===== src/rtl/core/gbld_pkg.sv =====
// gbld_pkg: constants, result type and crc helper for the gnss binary log deframer
// no dependencies; imported by the top level and the checker
package gbld_pkg;

   // sync pattern
   localparam logic [7:0] SYNC_A = 8'hAA;
   localparam logic [7:0] SYNC_B = 8'h44;
   localparam logic [7:0] SYNC_C = 8'h12;

   // message identifiers that carry captured values
   localparam logic [15:0] ID_POSITION = 16'd42;
   localparam logic [15:0] ID_VELOCITY = 16'd99;

   // offsets of the first captured word after the header
   localparam logic [8:0] POS_OFFSET = 9'd8;
   localparam logic [8:0] VEL_OFFSET = 9'd16;

   // event codes
   localparam int EVENT_W = 3;
   localparam logic [EVENT_W-1:0] EV_NONE     = 3'd0;
   localparam logic [EVENT_W-1:0] EV_POSITION = 3'd1;
   localparam logic [EVENT_W-1:0] EV_VELOCITY = 3'd2;
   localparam logic [EVENT_W-1:0] EV_CRC_FAIL = 3'd3;
   localparam logic [EVENT_W-1:0] EV_TOO_LONG = 3'd4;

   // reflected crc-32
   localparam logic [31:0] CRC_POLY = 32'hEDB88320;

   typedef struct packed {
      logic [EVENT_W-1:0] event_res;
      logic [63:0]        first_value;
      logic [63:0]        second_value;
      logic [15:0]        message_id;
   } gbld_result_type;

   // one byte of the reflected crc, lsb first
   function automatic logic [31:0] crc_byte(input logic [31:0] crc_i, input logic [7:0] b_i);
      logic [31:0] c;
      c = crc_i ^ {24'd0, b_i};
      for (int k = 0; k < 8; k++) begin
         c = c[0] ? ((c >> 1) ^ CRC_POLY) : (c >> 1);
      end
      return c;
   endfunction

   // crc after the three sync bytes, from zero
   localparam logic [31:0] SYNC_CRC = crc_byte(crc_byte(crc_byte(32'd0, SYNC_A), SYNC_B), SYNC_C);

endpackage


===== src/rtl/core/gbld_req_if.sv =====
// gbld_req_if: byte input channel of the deframer
// no dependencies
interface gbld_req_if;
   logic       valid;
   logic       ready;
   logic [7:0] rx_byte;

   modport source (output valid, output rx_byte, input ready);
   modport sink (input valid, input rx_byte, output ready);
endinterface


===== src/rtl/core/gbld_rsp_if.sv =====
// gbld_rsp_if: result channel of the deframer
// no dependencies
interface gbld_rsp_if;
   logic        valid;
   logic        ready;
   logic [2:0]  event_res;
   logic [63:0] first_value;
   logic [63:0] second_value;
   logic [15:0] message_id;

   modport source (output valid, output event_res, output first_value,
                   output second_value, output message_id, input ready);
   modport sink (input valid, input event_res, input first_value,
                 input second_value, input message_id, output ready);
endinterface


===== src/rtl/core/gbld_csr_if.sv =====
// gbld_csr_if: write channel for the capture enable register
// no dependencies
interface gbld_csr_if;
   logic valid;
   logic ready;
   logic data;

   modport source (output valid, output data, input ready);
   modport sink (input valid, input data, output ready);
endinterface


===== src/rtl/core/gnss_binary_log_deframer_top.sv =====
// Deframer for binary gnss logs: takes one received byte per word and gives one result word
// for each. It hunts for the sync AA 44 12, reads header length, message id and message
// length, runs a reflected crc-32 (init 0) over the whole frame and, at the frame end,
// reports a position frame (id 42), a velocity frame (id 99), a crc failure or, when the
// byte count reaches MAX_FRAME, a frame that is too long. The byte-wide crc update and
// field capture sit between the frame state registers and a two-deep result buffer, so a
// byte can be taken in every cycle while the sink keeps up, and up to two results wait
// when it stalls. Depends on gbld_pkg and the gbld interfaces.
module gnss_binary_log_deframer_top #(
   parameter int MAX_FRAME = 256
) (
   input logic         clock,
   input logic         reset,
   gbld_req_if.sink    req_ch,
   gbld_rsp_if.source  rsp_ch,
   gbld_csr_if.sink    csr_ch
);
   import gbld_pkg::*;

   localparam int CNT_W = $clog2(MAX_FRAME + 1);
   localparam int CMP_W = ((CNT_W > 17) ? CNT_W : 17) + 1;
   localparam logic [CMP_W-1:0] MAX_CMP = CMP_W'(MAX_FRAME);

   // configuration and frame state
   logic              cap_en_ff;
   logic [15:0]       sync_hist_ff, sync_hist_in;
   logic              active_ff, active_in;
   logic [CNT_W-1:0]  count_ff, count_in;
   logic [7:0]        hdr_len_ff, hdr_len_in;
   logic [15:0]       msg_id_ff, msg_id_in;
   logic [15:0]       msg_len_ff, msg_len_in;
   logic [31:0]       crc_ff, crc_in;
   logic [63:0]       cap_first_ff, cap_first_in;
   logic [63:0]       cap_second_ff, cap_second_in;

   // result buffer
   logic              out_valid_ff, out_valid_in;
   gbld_result_type   out_ff, out_in;
   logic              skid_valid_ff, skid_valid_in;
   gbld_result_type   skid_ff, skid_in;

   logic              accept;
   gbld_result_type   res;
   logic              is_sync;
   logic [7:0]        b;
   logic [CNT_W-1:0]  cnt_next;
   logic [CMP_W-1:0]  pos_c, base_c, off_c, total_c, next_c;

   assign accept       = req_ch.valid & req_ch.ready;
   assign b            = req_ch.rx_byte;
   assign req_ch.ready = ~skid_valid_ff;
   assign csr_ch.ready = 1'b1;

   // capture enable register
   always_ff @(posedge clock) begin
      if (reset) begin
         cap_en_ff <= 1'b1;
      end else if (csr_ch.valid) begin
         cap_en_ff <= csr_ch.data;
      end
   end

   // frame parsing for one byte
   always_comb begin
      sync_hist_in  = sync_hist_ff;
      active_in     = active_ff;
      count_in      = count_ff;
      hdr_len_in    = hdr_len_ff;
      msg_id_in     = msg_id_ff;
      msg_len_in    = msg_len_ff;
      crc_in        = crc_ff;
      cap_first_in  = cap_first_ff;
      cap_second_in = cap_second_ff;
      res           = '0;
      is_sync       = (sync_hist_ff == {SYNC_A, SYNC_B}) && (b == SYNC_C);
      cnt_next      = count_ff + CNT_W'(1);
      pos_c         = CMP_W'(count_ff);
      base_c        = '0;
      off_c         = '0;
      total_c       = '0;
      next_c        = CMP_W'(cnt_next);
      if (accept && cap_en_ff) begin
         sync_hist_in = {sync_hist_ff[7:0], b};
         if (is_sync) begin
            // sync always restarts a frame
            active_in     = 1'b1;
            count_in      = CNT_W'(3);
            hdr_len_in    = '0;
            msg_id_in     = '0;
            msg_len_in    = '0;
            cap_first_in  = '0;
            cap_second_in = '0;
            crc_in        = SYNC_CRC;
         end else if (active_ff) begin
            crc_in = crc_byte(crc_ff, b);
            // header fields
            if (count_ff == CNT_W'(3)) begin
               hdr_len_in = b;
            end else if (count_ff == CNT_W'(4)) begin
               msg_id_in = {8'd0, b};
            end else if (count_ff == CNT_W'(5)) begin
               msg_id_in = msg_id_ff | {b, 8'd0};
            end else if (count_ff == CNT_W'(8)) begin
               msg_len_in = {8'd0, b};
            end else if (count_ff == CNT_W'(9)) begin
               msg_len_in = msg_len_ff | {b, 8'd0};
            end
            // body words of interest
            if ((pos_c >= CMP_W'(8)) && ((msg_id_in == ID_POSITION) ||
                                         (msg_id_in == ID_VELOCITY))) begin
               base_c = CMP_W'(hdr_len_in) +
                        CMP_W'((msg_id_in == ID_POSITION) ? POS_OFFSET : VEL_OFFSET);
               off_c  = pos_c - base_c;
               if ((pos_c >= base_c) && (pos_c < base_c + CMP_W'(8))) begin
                  cap_first_in[off_c[2:0]*8 +: 8] = cap_first_ff[off_c[2:0]*8 +: 8] | b;
               end else if ((pos_c >= base_c + CMP_W'(8)) &&
                            (pos_c < base_c + CMP_W'(16))) begin
                  cap_second_in[off_c[2:0]*8 +: 8] = cap_second_ff[off_c[2:0]*8 +: 8] | b;
               end
            end
            count_in = cnt_next;
            total_c  = CMP_W'(hdr_len_in) + CMP_W'(msg_len_in) + CMP_W'(4);
            // frame end or length limit
            if ((next_c >= CMP_W'(10)) && (next_c == total_c)) begin
               active_in = 1'b0;
               if (crc_in != 32'd0) begin
                  res.event_res  = EV_CRC_FAIL;
                  res.message_id = msg_id_in;
               end else if (msg_id_in == ID_POSITION || msg_id_in == ID_VELOCITY) begin
                  res.event_res    = (msg_id_in == ID_POSITION) ? EV_POSITION : EV_VELOCITY;
                  res.first_value  = cap_first_in;
                  res.second_value = cap_second_in;
                  res.message_id   = msg_id_in;
               end
            end else if (next_c >= MAX_CMP) begin
               active_in      = 1'b0;
               res.event_res  = EV_TOO_LONG;
               res.message_id = msg_id_in;
            end
         end
      end
   end

   // frame state registers
   always_ff @(posedge clock) begin
      if (reset) begin
         sync_hist_ff  <= '0;
         active_ff     <= 1'b0;
         count_ff      <= '0;
         hdr_len_ff    <= '0;
         msg_id_ff     <= '0;
         msg_len_ff    <= '0;
         crc_ff        <= '0;
         cap_first_ff  <= '0;
         cap_second_ff <= '0;
      end else begin
         sync_hist_ff  <= sync_hist_in;
         active_ff     <= active_in;
         count_ff      <= count_in;
         hdr_len_ff    <= hdr_len_in;
         msg_id_ff     <= msg_id_in;
         msg_len_ff    <= msg_len_in;
         crc_ff        <= crc_in;
         cap_first_ff  <= cap_first_in;
         cap_second_ff <= cap_second_in;
      end
   end

   // output register with skid stage behind it
   always_comb begin
      out_valid_in  = out_valid_ff;
      out_in        = out_ff;
      skid_valid_in = skid_valid_ff;
      skid_in       = skid_ff;
      if (!out_valid_ff || rsp_ch.ready) begin
         if (skid_valid_ff) begin
            out_valid_in  = 1'b1;
            out_in        = skid_ff;
            skid_valid_in = accept;
            skid_in       = res;
         end else begin
            out_valid_in = accept;
            out_in       = res;
         end
      end else if (accept) begin
         skid_valid_in = 1'b1;
         skid_in       = res;
      end
   end

   always_ff @(posedge clock) begin
      if (reset) begin
         out_valid_ff  <= 1'b0;
         skid_valid_ff <= 1'b0;
      end else begin
         out_valid_ff  <= out_valid_in;
         skid_valid_ff <= skid_valid_in;
      end
   end

   always_ff @(posedge clock) begin
      out_ff  <= out_in;
      skid_ff <= skid_in;
   end

   assign rsp_ch.valid        = out_valid_ff;
   assign rsp_ch.event_res    = out_ff.event_res;
   assign rsp_ch.first_value  = out_ff.first_value;
   assign rsp_ch.second_value = out_ff.second_value;
   assign rsp_ch.message_id   = out_ff.message_id;

endmodule


===== src/flat_wrapper.sv =====
// flat-port wrapper written by rule: the top's interface ports become plain ports
module gnss_binary_log_deframer_top_flat import gbld_pkg::*;
#(
   parameter int MAX_FRAME = 256
)
  (clock, reset, req_ch_valid, req_ch_rx_byte, req_ch_ready, rsp_ch_valid, rsp_ch_event_res, rsp_ch_first_value, rsp_ch_second_value, rsp_ch_message_id, rsp_ch_ready, csr_ch_valid, csr_ch_data, csr_ch_ready);
  gbld_req_if req_ch_i ();
  gbld_rsp_if rsp_ch_i ();
  gbld_csr_if csr_ch_i ();
  input logic clock;
  input logic reset;
  input wire logic [$bits(req_ch_i.valid)-1:0] req_ch_valid;
  input wire logic [$bits(req_ch_i.rx_byte)-1:0] req_ch_rx_byte;
  output wire logic [$bits(req_ch_i.ready)-1:0] req_ch_ready;
  output wire logic [$bits(rsp_ch_i.valid)-1:0] rsp_ch_valid;
  output wire logic [$bits(rsp_ch_i.event_res)-1:0] rsp_ch_event_res;
  output wire logic [$bits(rsp_ch_i.first_value)-1:0] rsp_ch_first_value;
  output wire logic [$bits(rsp_ch_i.second_value)-1:0] rsp_ch_second_value;
  output wire logic [$bits(rsp_ch_i.message_id)-1:0] rsp_ch_message_id;
  input wire logic [$bits(rsp_ch_i.ready)-1:0] rsp_ch_ready;
  input wire logic [$bits(csr_ch_i.valid)-1:0] csr_ch_valid;
  input wire logic [$bits(csr_ch_i.data)-1:0] csr_ch_data;
  output wire logic [$bits(csr_ch_i.ready)-1:0] csr_ch_ready;
  assign req_ch_i.valid = req_ch_valid;
  assign req_ch_i.rx_byte = req_ch_rx_byte;
  assign req_ch_ready = req_ch_i.ready;
  assign rsp_ch_valid = rsp_ch_i.valid;
  assign rsp_ch_event_res = rsp_ch_i.event_res;
  assign rsp_ch_first_value = rsp_ch_i.first_value;
  assign rsp_ch_second_value = rsp_ch_i.second_value;
  assign rsp_ch_message_id = rsp_ch_i.message_id;
  assign rsp_ch_i.ready = rsp_ch_ready;
  assign csr_ch_i.valid = csr_ch_valid;
  assign csr_ch_i.data = csr_ch_data;
  assign csr_ch_ready = csr_ch_i.ready;
  gnss_binary_log_deframer_top #(.MAX_FRAME(MAX_FRAME)) u_core (.clock(clock), .reset(reset), .req_ch(req_ch_i), .rsp_ch(rsp_ch_i), .csr_ch(csr_ch_i));
endmodule

===== config.mk =====
export PLATFORM = sky130hd
export DESIGN_NAME = gnss_binary_log_deframer_top_flat
export DESIGN_NICKNAME = d
export VERILOG_FILES = /design/src/rtl/core/gbld_pkg.sv /design/src/rtl/core/gbld_req_if.sv /design/src/rtl/core/gbld_rsp_if.sv /design/src/rtl/core/gbld_csr_if.sv /design/src/rtl/core/gnss_binary_log_deframer_top.sv /design/src/flat_wrapper.sv
export SDC_FILE = /design/constraint.sdc
export NUM_CORES = 1
export LEC_CHECK = 0
export BUFFER_PORTS_ARGS = -buffer_cell sky130_fd_sc_hd__buf_4
export CAP_MARGIN = 20
export CORE_MARGIN = 3
export CORE_UTILIZATION = 55
export DETAILED_ROUTE_END_ITERATION = 16
export GPL_TIMING_DRIVEN = 0
export PLACE_DENSITY = 0.73
export SLEW_MARGIN = 30
export SYNTH_ARGS = -nofsm -noshare
export SYNTH_HDL_FRONTEND = slang
export SYNTH_SLANG_ARGS = --single-unit

===== constraint.sdc =====
create_clock -name clock -period 21.3 [get_ports clock]
set_clock_uncertainty 0.1 [all_clocks]
set_input_delay 2.13 -clock clock [delete_from_list [all_inputs] [get_ports clock]]
set_output_delay 2.13 -clock clock [all_outputs]
set_load 0.02 [all_outputs]

==> impl.org <==
** Clock tree
- The clock net in this run drives a total of between 500 and 600 sinks.
- Buffers inserted during clock tree synthesis total 52.
- Maximum level of the CTS H-tree :: 2
- No sink is reached through more buffers than the 3 on the longest clock path.
- The root buffer cell chosen for the clock tree is sky130_fd_sc_hd__clkbuf_16.
- In this run the post-CTS setup repair buffer count came out at 0.
- Gates resized during post-CTS repair numbered 0.
- For this design, the CTS-stage hold fixing added 0 buffers.
- Clock tree from TritonCTS :: done
- Clock-pin slew was measured on the worst setup and hold paths at roughly 0.060 ns.
- Clock insertion delay at the later pin of the skew report :: around 0.6 ns

** Global route
- Met3 Resource Use GR :: under 10%
- Entering global routing, the biggest net connects 56 pins.
- Number of global-route vias before repair :: 19740
- The first global-routing pass estimated between 100000 and 150000 um of wire.
- Met1 layer usage reported by global route :: between 40% and 50%
- After global routing, the most crowded layer is met2.
- Routing usage on met2 :: about half
- Total congestion overflow :: 0
- Global routing consumed, over all layers together, a little under a third of the routing resources.
- Number of antenna violations at the first check in global routing :: 0

** Placement
- Placed cell count :: roughly 3300
- Weighted congestion at the end of routability-driven global placement :: 0.9781
- OpenSTA, run right after detailed placement, puts the worst setup slack at around 12 ns.
- During placement, the flow inserted port buffers numbering roughly 160.
- Placed wire-length estimate after detailed placement :: between 50000 and 60000 um

** Yosys
- Number of enable-type register cells in the synthesized netlist :: slightly below 300
- Leading post-synthesis cells by instance count :: 400 x sky130_fd_sc_hd__nor2_1, 372 x sky130_fd_sc_hd__nand2_1, 294 x sky130_fd_sc_hd__edfxtp_1
- Multiplexer share of the synthesized area :: under 10%
- Dominant combinational cell family by area after synthesis :: simple AND/OR/NAND/NOR gates
- Dividing the synthesized area by the synthesized cell count gives about 9.8 sq um.
- After Yosys synthesis, XOR and XNOR cells account for approximately 4.1% of the synthesized area.
- In this run the cell area of the synthesized design comes to about 25000 sq um.
- Among all cell types in the netlist, the one instantiated most often is sky130_fd_sc_hd__nor2_1.
- Biggest area consumer among synthesized cells :: sky130_fd_sc_hd__edfxtp_1
- Main flop type after synthesis :: sky130_fd_sc_hd__edfxtp_1
- By area the synthesized netlist is led by sky130_fd_sc_hd__edfxtp_1 35%, sky130_fd_sc_hd__dfxtp_1 18%, sky130_fd_sc_hd__nor2_1 5.9%.
- Fraction of registers with async set/reset :: 0%
- Area share of and/or/nand/nor cells after synthesis :: between 15 and 20%
- Proportion of synthesized chip area in sequential cells :: between 50 and 60%
- Number of distinct library cell variants in the gate-level netlist after synthesis :: 82
- The top cell type by area accounts for around a third of the synthesized area.
- When the netlist entered floorplanning its net count stood at ~2600.
- The synthesized netlist devotes between 10 and 15% of its cell area to compound gates.
- Synthesis produced a netlist whose cell count is between 2000 and 3000.
- During synthesis, Yosys emitted a total of 0 warnings.
- Synth Area in Adders :: under 10%
- After synthesis the netlist holds a flip-flop and latch count of about 520.

** Power
- Power per cell area :: approximately 76 nW/um^2
- Maximum ir drop on the vdd rail :: between 60 and 70 uV
- The analysis attributes to cell leakage a power of roughly 9.9 nW.

** Die
- Number of I/O pins :: between 150 and 200
- Core region area :: between 40000 and 50000 sq um
- For this configuration, the core starts out at a cell density of 56.48%.
- The floorplan step defined a die boundary enclosing between 40000 and 50000 sq um.
- The initialized floorplan defines between 70 and 80 standard-cell rows.
- Die Span X :: between 200 and 250 um
- The die is around 220 um tall.

** Status
- Outcome :: finished, final reports clean

** Setup path
- By startpoint and endpoint, the worst setup path is classified as in2reg.
- CP endpoint kind :: flop
- Type of origin of the critical path :: input pin
- Required time of the critical path :: 21.57 ns
- Largest fanout on the critical path :: 10
- R2r worst-path depth :: 25
- CP Data Arrival Time :: between 8 and 9 ns

** STA
- Final worst-path cycle share :: roughly 40%
- Setup repair after global routing left no endpoint under its margin.
- The total count of hold-check failures in the final report is 0.
- Final setup violation count :: 0
- Post-route worst hold slack :: 0.3579 ns
- For the pin with the worst max-slew slack, the measured transition is just under 1 ns.
- Relative slew slack :: between 30% and 40%
- Static timing analysis puts the maximum clock frequency at 117.1 MHz.
- Minimum setup slack in the final design :: about 13 ns
- The count of pins over their slew limit is 0.
- Fin crit period :: around 8.5 ns

** Final layout
- Share of cells above drive strength 1 :: between 10% and 20%
- From synthesis to final layout, the design area changed by 16.52%.
- In the final design database the tool counted around 2900 nets.
- For this run, the number of standard cells in the final layout without fillers is 3436.

** Worst hold path
- The worst hold path passes through 2 cells.
- HP Class :: reg2reg

** Job
- Across the run, the number of max-cap violations was 0.

** Detailed routing
- The final route contains about 21000 vias.
- For this run, design rule violations remaining after detail routing come to 0.
- Summed over all layers, the routed wires come to between 70000 and 80000 um.
- In this run, the number of DRC markers left after iteration 0 of detailed routing was about 2100.
- Routed length per placed instance :: 21.81 um
- Antenna Nets Post-Route :: 0
- Vias per inst :: slightly above 6
- The first detailed-routing pass took 8 iterations.
-- flip-flops by register name, summed over array words and instances, names as in the netlist --
name and flops:
u_core.active_ff 1, u_core.cap_en_ff 1, u_core.cap_first_ff 64, u_core.cap_second_ff 64
u_core.count_ff 9, u_core.crc_ff 32, u_core.hdr_len_ff 8, u_core.msg_id_ff 16
u_core.msg_len_ff 16, u_core.rsp_ch.event_res 3, u_core.rsp_ch.first_value 64, u_core.rsp_ch.message_id 16
u_core.rsp_ch.second_value 64, u_core.rsp_ch.valid 1, u_core.skid_ff 147, u_core.skid_valid_ff 1
u_core.sync_hist_ff 16
-- logic make-up (layout without fill, tap and decap cells) --
| logic type | Yosys count | in the layout |
|---|---|---|
| simple gates | 981 | 981 |
| compound gates | 621 | 621 |
| flops | 523 | 523 |
| buf+inv | 187 | 454 |
| mux | 116 | 116 |
| xor+xnor | 103 | 103 |
| fa+ha+maj | 44 | 44 |
| other cells | 1 | 2 |
-- through the flow --
step                      power (mW)  util, %  instance area (sq um)  setup TNS [ns]
final                          2.251    65.81                  29480               0
after global routing           2.312    65.81                  29480               0
after CTS                      2.261    65.77                  29470               0
after detailed placement       1.264    61.58                  27590               0
after global placement         1.265    60.73                  27210        -1139.70
after floorplan                1.211        -                  25300               0
-- worst max-delay path, stage by stage --
cell                        delay, ns
sky130_fd_sc_hd__clkbuf_1        0.47
sky130_fd_sc_hd__clkbuf_1        0.81
sky130_fd_sc_hd__mux2_2          0.35
sky130_fd_sc_hd__ha_1            0.23
sky130_fd_sc_hd__inv_1           0.07
sky130_fd_sc_hd__fa_1            0.40
sky130_fd_sc_hd__xnor2_1         0.36
sky130_fd_sc_hd__ha_1            0.32
sky130_fd_sc_hd__xnor2_1         0.22
sky130_fd_sc_hd__xnor2_1         0.15
sky130_fd_sc_hd__nand3_1         0.09
sky130_fd_sc_hd__o21a_1          0.15
sky130_fd_sc_hd__a2111o_1        0.41
sky130_fd_sc_hd__a2111oi_4       0.22
sky130_fd_sc_hd__nand3_2         0.13
sky130_fd_sc_hd__a2111oi_4       0.56
sky130_fd_sc_hd__nand4_2         0.46
sky130_fd_sc_hd__buf_2           0.41
sky130_fd_sc_hd__buf_6           0.23
sky130_fd_sc_hd__buf_2           0.23
sky130_fd_sc_hd__o21ai_0         0.37
-- where the power goes --
| part | switching (mW) | internal, mW |
|---|---|---|
| registers | 0.00981 | 1.09 |
| logic | 0.0890 | 0.0497 |
| clock network | 0.400 | 0.608 |
| total | 0.498 | 1.75 |
-- per-layer routing --
layer	up-vias	part of all wire (%)
li1	9625	-
met1	10020	42
met2	998	47
met3	164	8.4
met4	0	3.4
met5	-	0
-- path summary, 6_finish.rpt --
path                           start                       endpoint  slack, ns
max                req_ch_rx_byte[0]  u_core.rsp_ch.first_value[62]      12.76
min          u_core.sync_hist_ff[14]        u_core.sync_hist_ff[14]       0.36
max reg2reg       u_core.count_ff[8]  u_core.rsp_ch.first_value[62]      12.97
min reg2reg  u_core.sync_hist_ff[14]        u_core.sync_hist_ff[14]       0.36
-- layout by cell type (no fill, tap or decap), drive strengths merged, types with 9 or more instances in the layout --
cell type	count
o21ai	294
a21o	10
clkbuf	195
nor2	400
bufinv	11
xor2	26
ha	42
a211oi	42
a31oi	16
nor2b	24
buf	196
nand4	13
a21oi	140
mux4	32
or4	11
a22oi	57
clkinv	16
mux2	11
mux2i	73
nand3	24
nand2b	41
inv	32
edfxtp	294
nor3	32
a211o	11
nand2	372
xnor3	9
xnor2	67
dfxtp	229
-- layout make-up --
| type | count | area, sq um |
|---|---|---|
| Sequential cell | 523 | 13410 |
| Timing Repair Buffer | 170 | 1469 |
| Fill cell | 3569 | 15320 |
| Antenna cell | 1 | 2.502 |
| Buffer | 155 | 661.9 |
| Multi-Input combinational cell | 1866 | 11200 |
| Inverter | 32 | 120.1 |
| Clock inverter | 31 | 454.2 |
| Tap cell | 592 | 740.7 |
| Clock buffer | 66 | 1425 |
Power figures use the tool's default switching activity.
